===== config.mk =====
export PLATFORM = sky130hd
export DESIGN_NAME = polyline_shortcut_compare_top
export DESIGN_NICKNAME = d
export VERILOG_FILES = /design/src/hw/rtl/psc_pkg.sv /design/src/hw/rtl/polyline_shortcut_compare_top.sv /design/src/hw/rtl/psc_isqrt.sv /design/src/hw/rtl/psc_seglen.sv
export SDC_FILE = /design/constraint.sdc
export NUM_CORES = 1
export LEC_CHECK = 0
export BUFFER_PORTS_ARGS = -buffer_cell sky130_fd_sc_hd__buf_2
export CORE_ASPECT_RATIO = 1.75
export CORE_UTILIZATION = 25
export DETAILED_ROUTE_END_ITERATION = 8
export GPL_TIMING_DRIVEN = 0
export PLACE_DENSITY_LB_ADDON = 0.25
export SYNTH_ARGS = -nofsm -noshare
export SYNTH_HDL_FRONTEND = slang
export SYNTH_HIERARCHICAL = 1
export SYNTH_SLANG_ARGS = --single-unit

===== constraint.sdc =====
create_clock -name clk -period 6.9 [get_ports clk]
set_clock_uncertainty 0.1 [all_clocks]
set_input_delay 0.69 -clock clk [delete_from_list [all_inputs] [get_ports clk]]
set_output_delay 0.69 -clock clk [all_outputs]
set_load 0.05 [all_outputs]

===== src/hw/rtl/psc_pkg.sv =====
// ----------------------------------------------------------------------------
// psc_pkg
// Shared types and constants for the polyline shortcut compare block.
// ----------------------------------------------------------------------------
`timescale 1ns / 1ps

package psc_pkg;

  // default internal coordinate width (Q8.8)
  localparam int COORD_WIDTH_DEF = 16;
  // width of a coordinate field on the port
  localparam int PT_WIDTH        = 16;
  // width of a length (Q24.8)
  localparam int LEN_WIDTH       = 32;
  localparam logic [LEN_WIDTH-1:0] LEN_MAX = '1;

  typedef struct packed {
    logic signed [PT_WIDTH-1:0] point_x;
    logic signed [PT_WIDTH-1:0] point_y;
    logic                       line_id;
    logic                       has_point;
    logic                       last_in_line;
  } point_t;

  typedef struct packed {
    logic                 is_shortcut;
    logic [LEN_WIDTH-1:0] length_a;
    logic [LEN_WIDTH-1:0] length_b;
  } result_t;

endpackage


===== src/hw/rtl/polyline_shortcut_compare_top.sv =====
// ----------------------------------------------------------------------------
// polyline_shortcut_compare_top
// Streams the points of line A then line B, sums both lengths and reports
// whether B is a shorter path between the same endpoints as A.
// ----------------------------------------------------------------------------
// A point beat that opens a new segment stalls the port while the segment
// unit runs: the shared multiplier squares dx and dy in turn and the square
// root then resolves one result bit per cycle. A beat that opens no segment
// (first point of a line, empty marker, last marker of A) is taken without
// a stall. The last beat of B then waits in the result state to load the
// result register; the next point beat is taken while an earlier result
// beat still waits downstream, unless a second result is ready first.
`timescale 1ns / 1ps

module polyline_shortcut_compare_top #(
  parameter int COORD_WIDTH = psc_pkg::COORD_WIDTH_DEF
) (
  input  logic              clk,
  input  logic              rst,
  input  logic              point_valid,
  output logic              point_stall,
  input  psc_pkg::point_t   point,
  output logic              result_valid,
  input  logic              result_stall,
  output psc_pkg::result_t  result
);
  import psc_pkg::*;

  localparam int CW = COORD_WIDTH;

  localparam logic [1:0] ST_IDLE   = 2'd0;
  localparam logic [1:0] ST_SEG    = 2'd1;
  localparam logic [1:0] ST_RESULT = 2'd2;

  logic [1:0]              state;
  logic signed [CW-1:0]    a_first_x;
  logic signed [CW-1:0]    a_first_y;
  logic signed [CW-1:0]    a_last_x;
  logic signed [CW-1:0]    a_last_y;
  logic [LEN_WIDTH-1:0]    a_total;
  logic                    a_nonempty;
  logic signed [CW-1:0]    b_prev_x;
  logic signed [CW-1:0]    b_prev_y;
  logic [LEN_WIDTH-1:0]    b_total;
  logic                    b_started;
  logic                    b_start_matches;
  logic                    seg_to_b;
  logic                    last_pend;

  logic signed [CW-1:0]    px;
  logic signed [CW-1:0]    py;
  logic                    take;
  logic                    seg_start;
  logic                    seg_done;
  logic [LEN_WIDTH-1:0]    seg_len;
  logic [LEN_WIDTH:0]      acc_sum;
  logic [LEN_WIDTH-1:0]    acc_sat;
  logic                    res_load;

  // truncate or sign-extend the port coordinate to the working width
  assign px = CW'(point.point_x);
  assign py = CW'(point.point_y);

  assign point_stall = (state != ST_IDLE);
  assign take        = point_valid && (state == ST_IDLE);
  assign seg_start   = take && point.has_point &&
                       (point.line_id ? b_started : a_nonempty);
  assign res_load    = (state == ST_RESULT) && (!result_valid || !result_stall);

  psc_seglen #(
    .COORD_WIDTH (CW)
  ) u_seglen (
    .clk   (clk),
    .rst   (rst),
    .start (seg_start),
    .x1    (point.line_id ? b_prev_x : a_last_x),
    .y1    (point.line_id ? b_prev_y : a_last_y),
    .x2    (px),
    .y2    (py),
    .done  (seg_done),
    .len   (seg_len)
  );

  assign acc_sum = {1'b0, (seg_to_b ? b_total : a_total)} + {1'b0, seg_len};
  assign acc_sat = acc_sum[LEN_WIDTH] ? LEN_MAX : acc_sum[LEN_WIDTH-1:0];

  always_ff @(posedge clk) begin
    if (rst) begin
      state           <= ST_IDLE;
      result_valid    <= 1'b0;
      a_first_x       <= '0;
      a_first_y       <= '0;
      a_last_x        <= '0;
      a_last_y        <= '0;
      a_total         <= '0;
      a_nonempty      <= 1'b0;
      b_prev_x        <= '0;
      b_prev_y        <= '0;
      b_total         <= '0;
      b_started       <= 1'b0;
      b_start_matches <= 1'b0;
      seg_to_b        <= 1'b0;
      last_pend       <= 1'b0;
    end else begin
      if (res_load) begin
        result_valid <= 1'b1;
      end else if (!result_stall) begin
        result_valid <= 1'b0;
      end
      case (state)
        ST_IDLE: begin
          if (take) begin
            seg_to_b  <= point.line_id;
            last_pend <= point.line_id && point.last_in_line;
            if (seg_start) state <= ST_SEG;
            if (!point.line_id) begin
              if (point.has_point) begin
                if (!a_nonempty) begin
                  a_first_x  <= px;
                  a_first_y  <= py;
                  a_nonempty <= 1'b1;
                end
                a_last_x <= px;
                a_last_y <= py;
              end
            end else begin
              if (point.has_point) begin
                if (!b_started) begin
                  b_start_matches <= a_nonempty && px == a_first_x && py == a_first_y;
                  b_started       <= 1'b1;
                end
                b_prev_x <= px;
                b_prev_y <= py;
              end
              if (!seg_start && point.last_in_line) state <= ST_RESULT;
            end
          end
        end
        ST_SEG: begin
          if (seg_done) begin
            if (seg_to_b) b_total <= acc_sat;
            else          a_total <= acc_sat;
            state <= last_pend ? ST_RESULT : ST_IDLE;
          end
        end
        ST_RESULT: begin
          if (res_load) begin
            a_first_x       <= '0;
            a_first_y       <= '0;
            a_last_x        <= '0;
            a_last_y        <= '0;
            a_total         <= '0;
            a_nonempty      <= 1'b0;
            b_prev_x        <= '0;
            b_prev_y        <= '0;
            b_total         <= '0;
            b_started       <= 1'b0;
            b_start_matches <= 1'b0;
            state           <= ST_IDLE;
          end
        end
        default: state <= ST_IDLE;
      endcase
    end
  end

  always_ff @(posedge clk) begin
    if (res_load) begin
      result.is_shortcut <= a_nonempty && b_started && b_start_matches &&
                            b_prev_x == a_last_x && b_prev_y == a_last_y &&
                            b_total < a_total;
      result.length_a    <= a_total;
      result.length_b    <= b_total;
    end
  end

endmodule


===== src/hw/rtl/psc_isqrt.sv =====
// ----------------------------------------------------------------------------
// psc_isqrt
// Iterative integer square root, truncating. Two radicand bits per cycle,
// one compare and subtract per step, W steps for a 2*W bit radicand.
// ----------------------------------------------------------------------------
`timescale 1ns / 1ps

module psc_isqrt #(
  parameter int W = 17
) (
  input  logic           clk,
  input  logic           rst,
  input  logic           start,
  input  logic [2*W-1:0] radicand,
  output logic           done,
  output logic [W-1:0]   root
);
  import psc_pkg::*;

  localparam int RW   = W + 3;
  localparam int CNTW = $clog2(W);

  logic            run;
  logic [CNTW-1:0] cnt;
  logic [2*W-1:0]  rad;
  logic [RW-1:0]   rem;
  logic [W-1:0]    root_r;

  logic [RW-1:0]   rem_sh;
  logic [RW-1:0]   trial;
  logic [RW-1:0]   rem_next;
  logic [W-1:0]    root_next;

  always_comb begin
    rem_sh = {rem[RW-3:0], rad[2*W-1:2*W-2]};
    trial  = RW'({root_r, 2'b01});
    if (rem_sh >= trial) begin
      rem_next  = rem_sh - trial;
      root_next = {root_r[W-2:0], 1'b1};
    end else begin
      rem_next  = rem_sh;
      root_next = {root_r[W-2:0], 1'b0};
    end
  end

  always_ff @(posedge clk) begin
    if (rst) begin
      run  <= 1'b0;
      done <= 1'b0;
      cnt  <= '0;
    end else begin
      done <= !start && run && (cnt == CNTW'(W - 1));
      if (start) begin
        run <= 1'b1;
        cnt <= '0;
      end else if (run) begin
        cnt <= cnt + 1'b1;
        if (cnt == CNTW'(W - 1)) begin
          run <= 1'b0;
        end
      end
    end
  end

  always_ff @(posedge clk) begin
    if (start) begin
      rad    <= radicand;
      rem    <= '0;
      root_r <= '0;
    end else if (run) begin
      rad    <= {rad[2*W-3:0], 2'b00};
      rem    <= rem_next;
      root_r <= root_next;
    end
  end

  assign root = root_r;

endmodule


===== src/hw/rtl/psc_seglen.sv =====
// ----------------------------------------------------------------------------
// psc_seglen
// Segment length: absolute differences, squares on one shared multiplier,
// then the iterative square root, saturated to the length width.
// ----------------------------------------------------------------------------
`timescale 1ns / 1ps

module psc_seglen #(
  parameter int COORD_WIDTH = psc_pkg::COORD_WIDTH_DEF
) (
  input  logic                           clk,
  input  logic                           rst,
  input  logic                           start,
  input  logic signed [COORD_WIDTH-1:0]  x1,
  input  logic signed [COORD_WIDTH-1:0]  y1,
  input  logic signed [COORD_WIDTH-1:0]  x2,
  input  logic signed [COORD_WIDTH-1:0]  y2,
  output logic                           done,
  output logic [psc_pkg::LEN_WIDTH-1:0]  len
);
  import psc_pkg::*;

  localparam int CW = COORD_WIDTH;
  localparam int RTW = CW + 1;

  localparam logic [2:0] SL_IDLE = 3'd0;
  localparam logic [2:0] SL_MX   = 3'd1;
  localparam logic [2:0] SL_MY   = 3'd2;
  localparam logic [2:0] SL_ADD  = 3'd3;
  localparam logic [2:0] SL_ROOT = 3'd4;

  logic [2:0]          state;
  logic [CW-1:0]       dx;
  logic [CW-1:0]       dy;
  logic [2*CW-1:0]     prod;
  logic [2*CW-1:0]     sqx;

  logic signed [CW:0]  ddx;
  logic signed [CW:0]  ddy;
  logic [CW:0]         ndx;
  logic [CW:0]         ndy;
  logic [CW-1:0]       mul_op;
  logic                sq_start;
  logic [2*RTW-1:0]    radicand;
  logic                sq_done;
  logic [RTW-1:0]      root;
  logic [63:0]         root_ext;

  assign ddx = {x1[CW-1], x1} - {x2[CW-1], x2};
  assign ddy = {y1[CW-1], y1} - {y2[CW-1], y2};
  assign ndx = -ddx;
  assign ndy = -ddy;

  assign mul_op   = (state == SL_MX) ? dx : dy;
  assign sq_start = (state == SL_ADD);
  assign radicand = (2*RTW)'(sqx) + (2*RTW)'(prod);

  always_ff @(posedge clk) begin
    if (rst) begin
      state <= SL_IDLE;
    end else begin
      case (state)
        SL_IDLE: if (start) state <= SL_MX;
        SL_MX:   state <= SL_MY;
        SL_MY:   state <= SL_ADD;
        SL_ADD:  state <= SL_ROOT;
        SL_ROOT: if (sq_done) state <= SL_IDLE;
        default: state <= SL_IDLE;
      endcase
    end
  end

  always_ff @(posedge clk) begin
    if (start && state == SL_IDLE) begin
      dx <= ddx[CW] ? ndx[CW-1:0] : ddx[CW-1:0];
      dy <= ddy[CW] ? ndy[CW-1:0] : ddy[CW-1:0];
    end
    if (state == SL_MX || state == SL_MY) begin
      prod <= (2*CW)'(mul_op) * (2*CW)'(mul_op);
    end
    if (state == SL_MY) begin
      sqx <= prod;
    end
  end

  psc_isqrt #(
    .W (RTW)
  ) u_isqrt (
    .clk      (clk),
    .rst      (rst),
    .start    (sq_start),
    .radicand (radicand),
    .done     (sq_done),
    .root     (root)
  );

  // root can pass the length range only at the widest coordinates
  assign root_ext = 64'(root);
  assign len  = (|root_ext[63:LEN_WIDTH]) ? LEN_MAX : root_ext[LEN_WIDTH-1:0];
  assign done = sq_done && (state == SL_ROOT);

endmodule

# Word level (Yosys, flattened, before mapping)
# Cells that the tools add are included.
dict set report op_classes {
  n_eq_ne 24
  n_reduce_logical 39
  bitwise 0
  n_mux 73
  n_shift 0
  addsub 8
  magnitude_cmp 2
  n_div 0
  mul 1
}
# op count
set ops {}
lappend ops {{two-way mux 16 bit} 24}
lappend ops {{two-way mux 32 bit} 7}
lappend ops {{one-hot mux 16 bit (2 select lines)} 6}
lappend ops {{one-hot mux 32 bit (2 select lines)} 2}
lappend ops {{two-way mux 34 bit} 2}
lappend ops {{== test 16 bit} 4}
lappend ops {{subtractor 16 x 16 -> 17 bit} 2}
lappend ops {{adder 32 x 17 -> 33 bit} 1}
lappend ops {{adder 32 x 32 -> 33 bit} 1}
lappend ops {{less-than comparator 32 bit} 1}
lappend ops {{multiplier 16 x 16 -> 32 bit} 1}
lappend ops {{negator 16 bit} 2}
lappend ops {{inequality test 2 bit (second input constant)} 12}
lappend ops {{greater-or-equal comparator 20 x 19 -> 1 bit} 1}
lappend ops {{two-way mux 18 bit} 1}
lappend ops {{subtractor 18 bit} 1}
lappend ops {{logical AND 1 bit} 17}
lappend ops {{two-way mux 1 bit} 17}
lappend ops {{one-hot mux 3 bit (5 select lines)} 1}
lappend ops {{two-way mux 2 bit} 7}
lappend ops {{AND reduction 6 bit} 2}
lappend ops {{AND reduction 5 bit} 2}
lappend ops {{AND reduction 4 bit} 2}
lappend ops {{nonzero test 2 bit} 4}
lappend ops {{18 further kinds} 27}
dict set report totals {
  n_memories 0
  output_inout_bits 67
  ram_bits 0
  latchBits 0
  word_cells 176
  romBits 0
  register_bits 408
  inputBits 39
}

# Longest topological paths before layout
dict set report logic_depth {
  word_depth 10
  mapped_depth 30
}

# Modules after synthesis
# The synthesis kept the hierarchy.
# module seq_area_each_um2 n_inst area_per_inst_um2 cells_per_inst
set by_module_without_submodules {}
lappend by_module_without_submodules {psc_seglen 2882.8 1 14000.9 1478}
lappend by_module_without_submodules {polyline_shortcut_compare_top 5315.1 1 12029.0 1371}
lappend by_module_without_submodules {psc_isqrt 1861.8 1 4391.7 438}

# Worst setup path after synthesis
# No wires, ideal clock.
dict set report synth_timing {
  path_type {reg-to-reg}
  from {reg u_seglen.state[1]}
  to {reg u_seglen.prod[31] (data pin)}
  period_less_slack_ps 7540
  path_buffers 3
  stages_incl_launch_ff 27
  arrival_ps 7185
  setup_slack_ps -640
  required_time_ps 6545
  setup_time_ps 255
  cell_sequence {dfxtp_1 -> clkbuf_1 -> nor3b_2 -> buf_2 -> buf_2 -> mux2i_1 -> clkinv_1 -> nand2_1 -> fa_1 -> fa_1 -> inv_1 -> fa_1 -> fa_1 -> fa_1 -> inv_1 -> fa_1 -> inv_1 -> ha_1 -> a21oi_1 -> o21ai_0 -> nor3_1 -> o21a_1 -> nor3_2 -> a2111oi_2 -> o21ai_2 -> or4_1 -> and3_1}
}
dict set report synth_via {
  elab_chain_cells 3
}
# element line
set synth_rtl {}
lappend synth_rtl {{start: declaration} psc_seglen.sv:32} ;# logic [2:0] state;
lappend synth_rtl {{start signal: assignment} psc_seglen.sv:60} ;# state <= SL_IDLE;
lappend synth_rtl {{start signal: assignment} psc_seglen.sv:63} ;# SL_IDLE: if (start) state <= SL_MX;
lappend synth_rtl {{start signal: assignment} psc_seglen.sv:64} ;# SL_MX: state <= SL_MY;
lappend synth_rtl {{== test 3 x 1 -> 1 bit} psc_seglen.sv:54} ;# assign mul_op = (state == SL_MX) ? dx : dy;
lappend synth_rtl {{two-way mux 16 bit} psc_seglen.sv:54}
lappend synth_rtl {{multiplier 16 x 16 -> 32 bit} psc_seglen.sv:79} ;# prod <= (2*CW)'(mul_op) * (2*CW)'(mul_op);
lappend synth_rtl {{end signal: assignment} psc_seglen.sv:79}
lappend synth_rtl {{end: declaration} psc_seglen.sv:35} ;# logic [2*CW-1:0] prod;
# No other way between the ends.
# A chain may end at the register's enable or synchronous reset.

# Worst setup path after layout
# Ends and elaborated chain as after synthesis.

==> flow_summary.ini <==
[worst_setup_path]
r2r-end = u_seglen/prod[31]
cpMostUsedCell = fa_1
slowest_stage = fa_1
r2r_cells = 27
crit_path_start_kind = flop
slowest_delay_ns = 0.55
r2r-start = u_seglen/state[1]
setup.worst_path.end_class = flop
worstPathRequired_ns = 7.15
crit_path_start = u_seglen/state[1]
ff2ff_setup_slack_ns = -0.27
cp_data_arrival_time_ns = 7.42
critPathMaxFanout = 8
worst-setup-path-type = reg2reg
cp-endpoint = u_seglen/prod[31]

[floorplanning]
rows = 169
dieArea_mm2 = 0.123
coreArea_mm2 = 0.121
ioPinCount = 106
dieWidth_um = 266
fp.dieH_um = 463
start_util_pct = 25.2

[run_status]
status = finished, violations left
violations = negative setup slack

[synthesis]
synthCells = 3287
synth_edf_count = 193
synthesis.area_mm2 = 0.0304
ys_seq_area_share_pct = 33.1
synth.avg_cell_area_um2 = 9.26
ys_types = 103
synth_ff_type = dfxtp_1
synthArstFlopShare_pct = 0
ys_seq_elements = 406
ys_warn_count = 6

[cts]
cts_tree = built
htree_levels = 2
clock_sinks = 406
cts_root_buf = clkbuf_16
cts_buffers = 40
path_clk_slew_ns = 0.07
cts_hold_buf = 0
cts_max_path_buffers = 3
clk_latency_ns = 0.62

[pwr]
net-switching-power_w = 0.00395
power_w = 0.0103
internal_power_w = 0.00634
seqPwrFrac_pct = 27.7
p_per_area_mw_per_mm2 = 287
sw_frac_of_total_pct = 38.4
combinationalPowerShare_pct = 49.9
ir_worst_vdd_v = 0.000237
clkPwrFrac_pct = 22.4
leakage_nw = 14.7

[global_route]
track_usage_pct = 15.0
grt_pass1_wl_mm = 143
grt_pass1_vias = 25200
grt_max_degree = 58
grt_overflow = 0
grt_antenna_before_repair = 5

[cells_and_area]
final.fill_count = 13000
area_growth_pct = 18.1
drive_gt1_share_pct = 15.5
fin_util_pct = 29.7
stdcell_count = 5197
final_area_mm2 = 0.0359
fin_nets = 3991

[timing]
final_hold_viol_count = 0
relSlewSlack_pct = 22.3
slew_viol_final = 0
fmax_ghz = 0.139
setup_slack_ns = -0.270
finalSetupViolCount = 13
tns_ns = -1.65
worst_slew_pin_slew_ns = 1.17
period_needed_ns = 7.17
rsz0062_at_grt = true
post-route-period-util_pct = 104

[drt]
wl_met3_mm = 2.23
vias = 24100
routed_wl_mm = 92.8
drt_iter0_markers = 914
routedWlPerCell_um = 17.9
wl_met2_mm = 52.0
wl_met1_mm = 33.5
drc = 0
antenna_left = 0
highest_layer = met4
drt_first_pass_iters = 5
viasPerCell = 4.64

[placed_design]
routabilityCongestion = 0.876
dpl_cell_area_mm2 = 0.0334
dp.cells = 5041
hpwl_mm = 74.3
port_buffers = 105

[job]
maxCapViolations = 0

[min_path]
hold_path_class = in2reg
==> layout make-up <==
class / count / area, um2 / share of cell area (%)
clock inverters: 20 / 233 / 0.648
repair buffers: 199 / 1410 / 3.93
plain buffers: 170 / 877 / 2.44
multi-input cells: 2362 / 18800 / 52.3
flip-flops and latches: 406 / 10100 / 28.0
diodes: 2 / 5.00 / 0.0139
well taps: 1624 / 2030 / 5.66
inverters: 364 / 1410 / 3.93
clock buffers: 50 / 1080 / 3.00
==> synthesized netlist by cell type (all sizes together) (8+ instances only) <==
cell | instances | area [um2]
mux2 | 74 | 833
nor4 | 17 | 106
and3 | 15 | 93.8
a21oi | 263 | 1350
o31a | 11 | 96.3
nor2b | 18 | 123
or3 | 8 | 50.1
ha | 244 | 3050
clkinv | 8 | 30.0
fa | 165 | 3300
and2 | 16 | 100
nor3 | 49 | 272
nand2 | 318 | 1190
mux2i | 34 | 353
inv | 356 | 1340
a31oi | 21 | 138
a211oi | 37 | 305
or2 | 11 | 71.3
o21a | 32 | 240
nor2 | 205 | 769
xor2 | 89 | 787
nand3 | 168 | 841
a21o | 40 | 300
o21ai | 155 | 787
o21bai | 19 | 154
a311oi | 8 | 82.6
buf | 72 | 440
xnor2 | 120 | 1050
clkbuf | 100 | 378
o22ai | 13 | 81.3
nand4 | 39 | 244
o211ai | 19 | 143
nand2b | 21 | 131
dfxtp | 213 | 4260
edfxtp | 193 | 5800
==> repair_timing <==
| item | 4_1_cts | 5_1_grt |
|---|---|---|
| pin swaps | 26 | 53 |
| gates cloned | 1 | 0 |
| setup endpoints to repair | 19 | 15 |
| hold endpoints to repair | 0 | 0 |
| resized for setup | 81 | 68 |
| buffers inserted | 48 | 38 |
==> power groups by stage <==
stage                     Clock (W)  Combinational, W  Sequential (W)
final                       0.00230           0.00514         0.00285
after global routing        0.00243           0.00570         0.00286
after CTS                   0.00237           0.00484         0.00285
after detailed placement          0           0.00429         0.00290
after global placement            0           0.00425         0.00290
after floorplan                   0           0.00327         0.00290
==> per-stage QoR <==
step	worst slack (ns)	hold WS (ns)
after floorplan	-0.0149	0.308
after global placement	-1.29	0.342
final	-0.270	0.278
after CTS	-0.408	0.245
after global routing	-0.458	0.275
after detailed placement	-1.38	0.341
==> flip-flops by register name, indices dropped and copies added, names as in the netlist, 16 cells and up <==
signal,flops
u_seglen/dx,16
a_total,32
u_seglen/u_isqrt/rem,18
u_seglen/sqx,31
u_seglen/prod,31
a_last_x,16
b_prev_y,16
u_seglen/dy,16
a_last_y,16
a_first_y,16
u_seglen/u_isqrt/root,17
result,65
u_seglen/u_isqrt/rad,34
b_total,32
b_prev_x,16
a_first_x,16
==> per-layer routing <==
layer / GRT usage [%] / vias to the layer above
li1: - / 11800
met2: 30.3 / 459
met3: 1.17 / 193
met5: 0 / -
met1: 14.9 / 11600
met4: 7.91 / 0
==> kinds of logic after synthesis <==
logic type	synth area share, %
muxes	3.90
xor gates and xnor gates	6.04
buffers and inverters	7.18
DFF	33.1
adders and majority gates	20.9
and+or+nand+nor	14.3
other	0.0123
AOI/OAI and AO/OA	14.6
==> worst min path at each step <==
stage | start | to | slack (ns) | cells after the start
after floorplan | a_total[12] | result[44] | 0.31 | 0
after global placement | b_start_matches | b_start_matches | 0.34 | 2
after detailed placement | a_total[14] | result[46] | 0.34 | 0
after CTS | point[0] | last_pend | 0.25 | 3
after global routing | point[23] | a_last_x[4] | 0.27 | 3
final | point[0] | last_pend | 0.28 | 3
==> worst max-delay path: cells and delay by family (launching register included) <==
kind,cells,cell delay [ns]
compound gates,5,1.34
buf+inv,9,0.89
flops,1,0.35
simple gates,5,0.95
mux,1,0.39
fa+ha+maj,7,2.89
==> cell usage in the layout (no fill, tap or decap), types with 17 or more instances in the layout <==
master	count
inv_1	341
nand2_1	300
a21oi_1	245
ha_1	234
dfxtp_1	210
nor2_1	199
edfxtp_1	193
nand3_1	167
fa_1	157
o21ai_0	133
buf_2	124
xnor2_1	120
buf_4	99
clkbuf_1	95
xor2_1	88
mux2_2	68
nor3_1	44
a21o_1	40
clkbuf_16	40
nand4_1	39
a211oi_1	33
o21a_1	32
buf_6	24
mux2i_1	23
nand2b_1	21
o211ai_1	19
o21bai_1	18
conb_1	18
nor4_1	17
a31oi_1	17
Note: power is estimated with default switching activity, not from simulation.
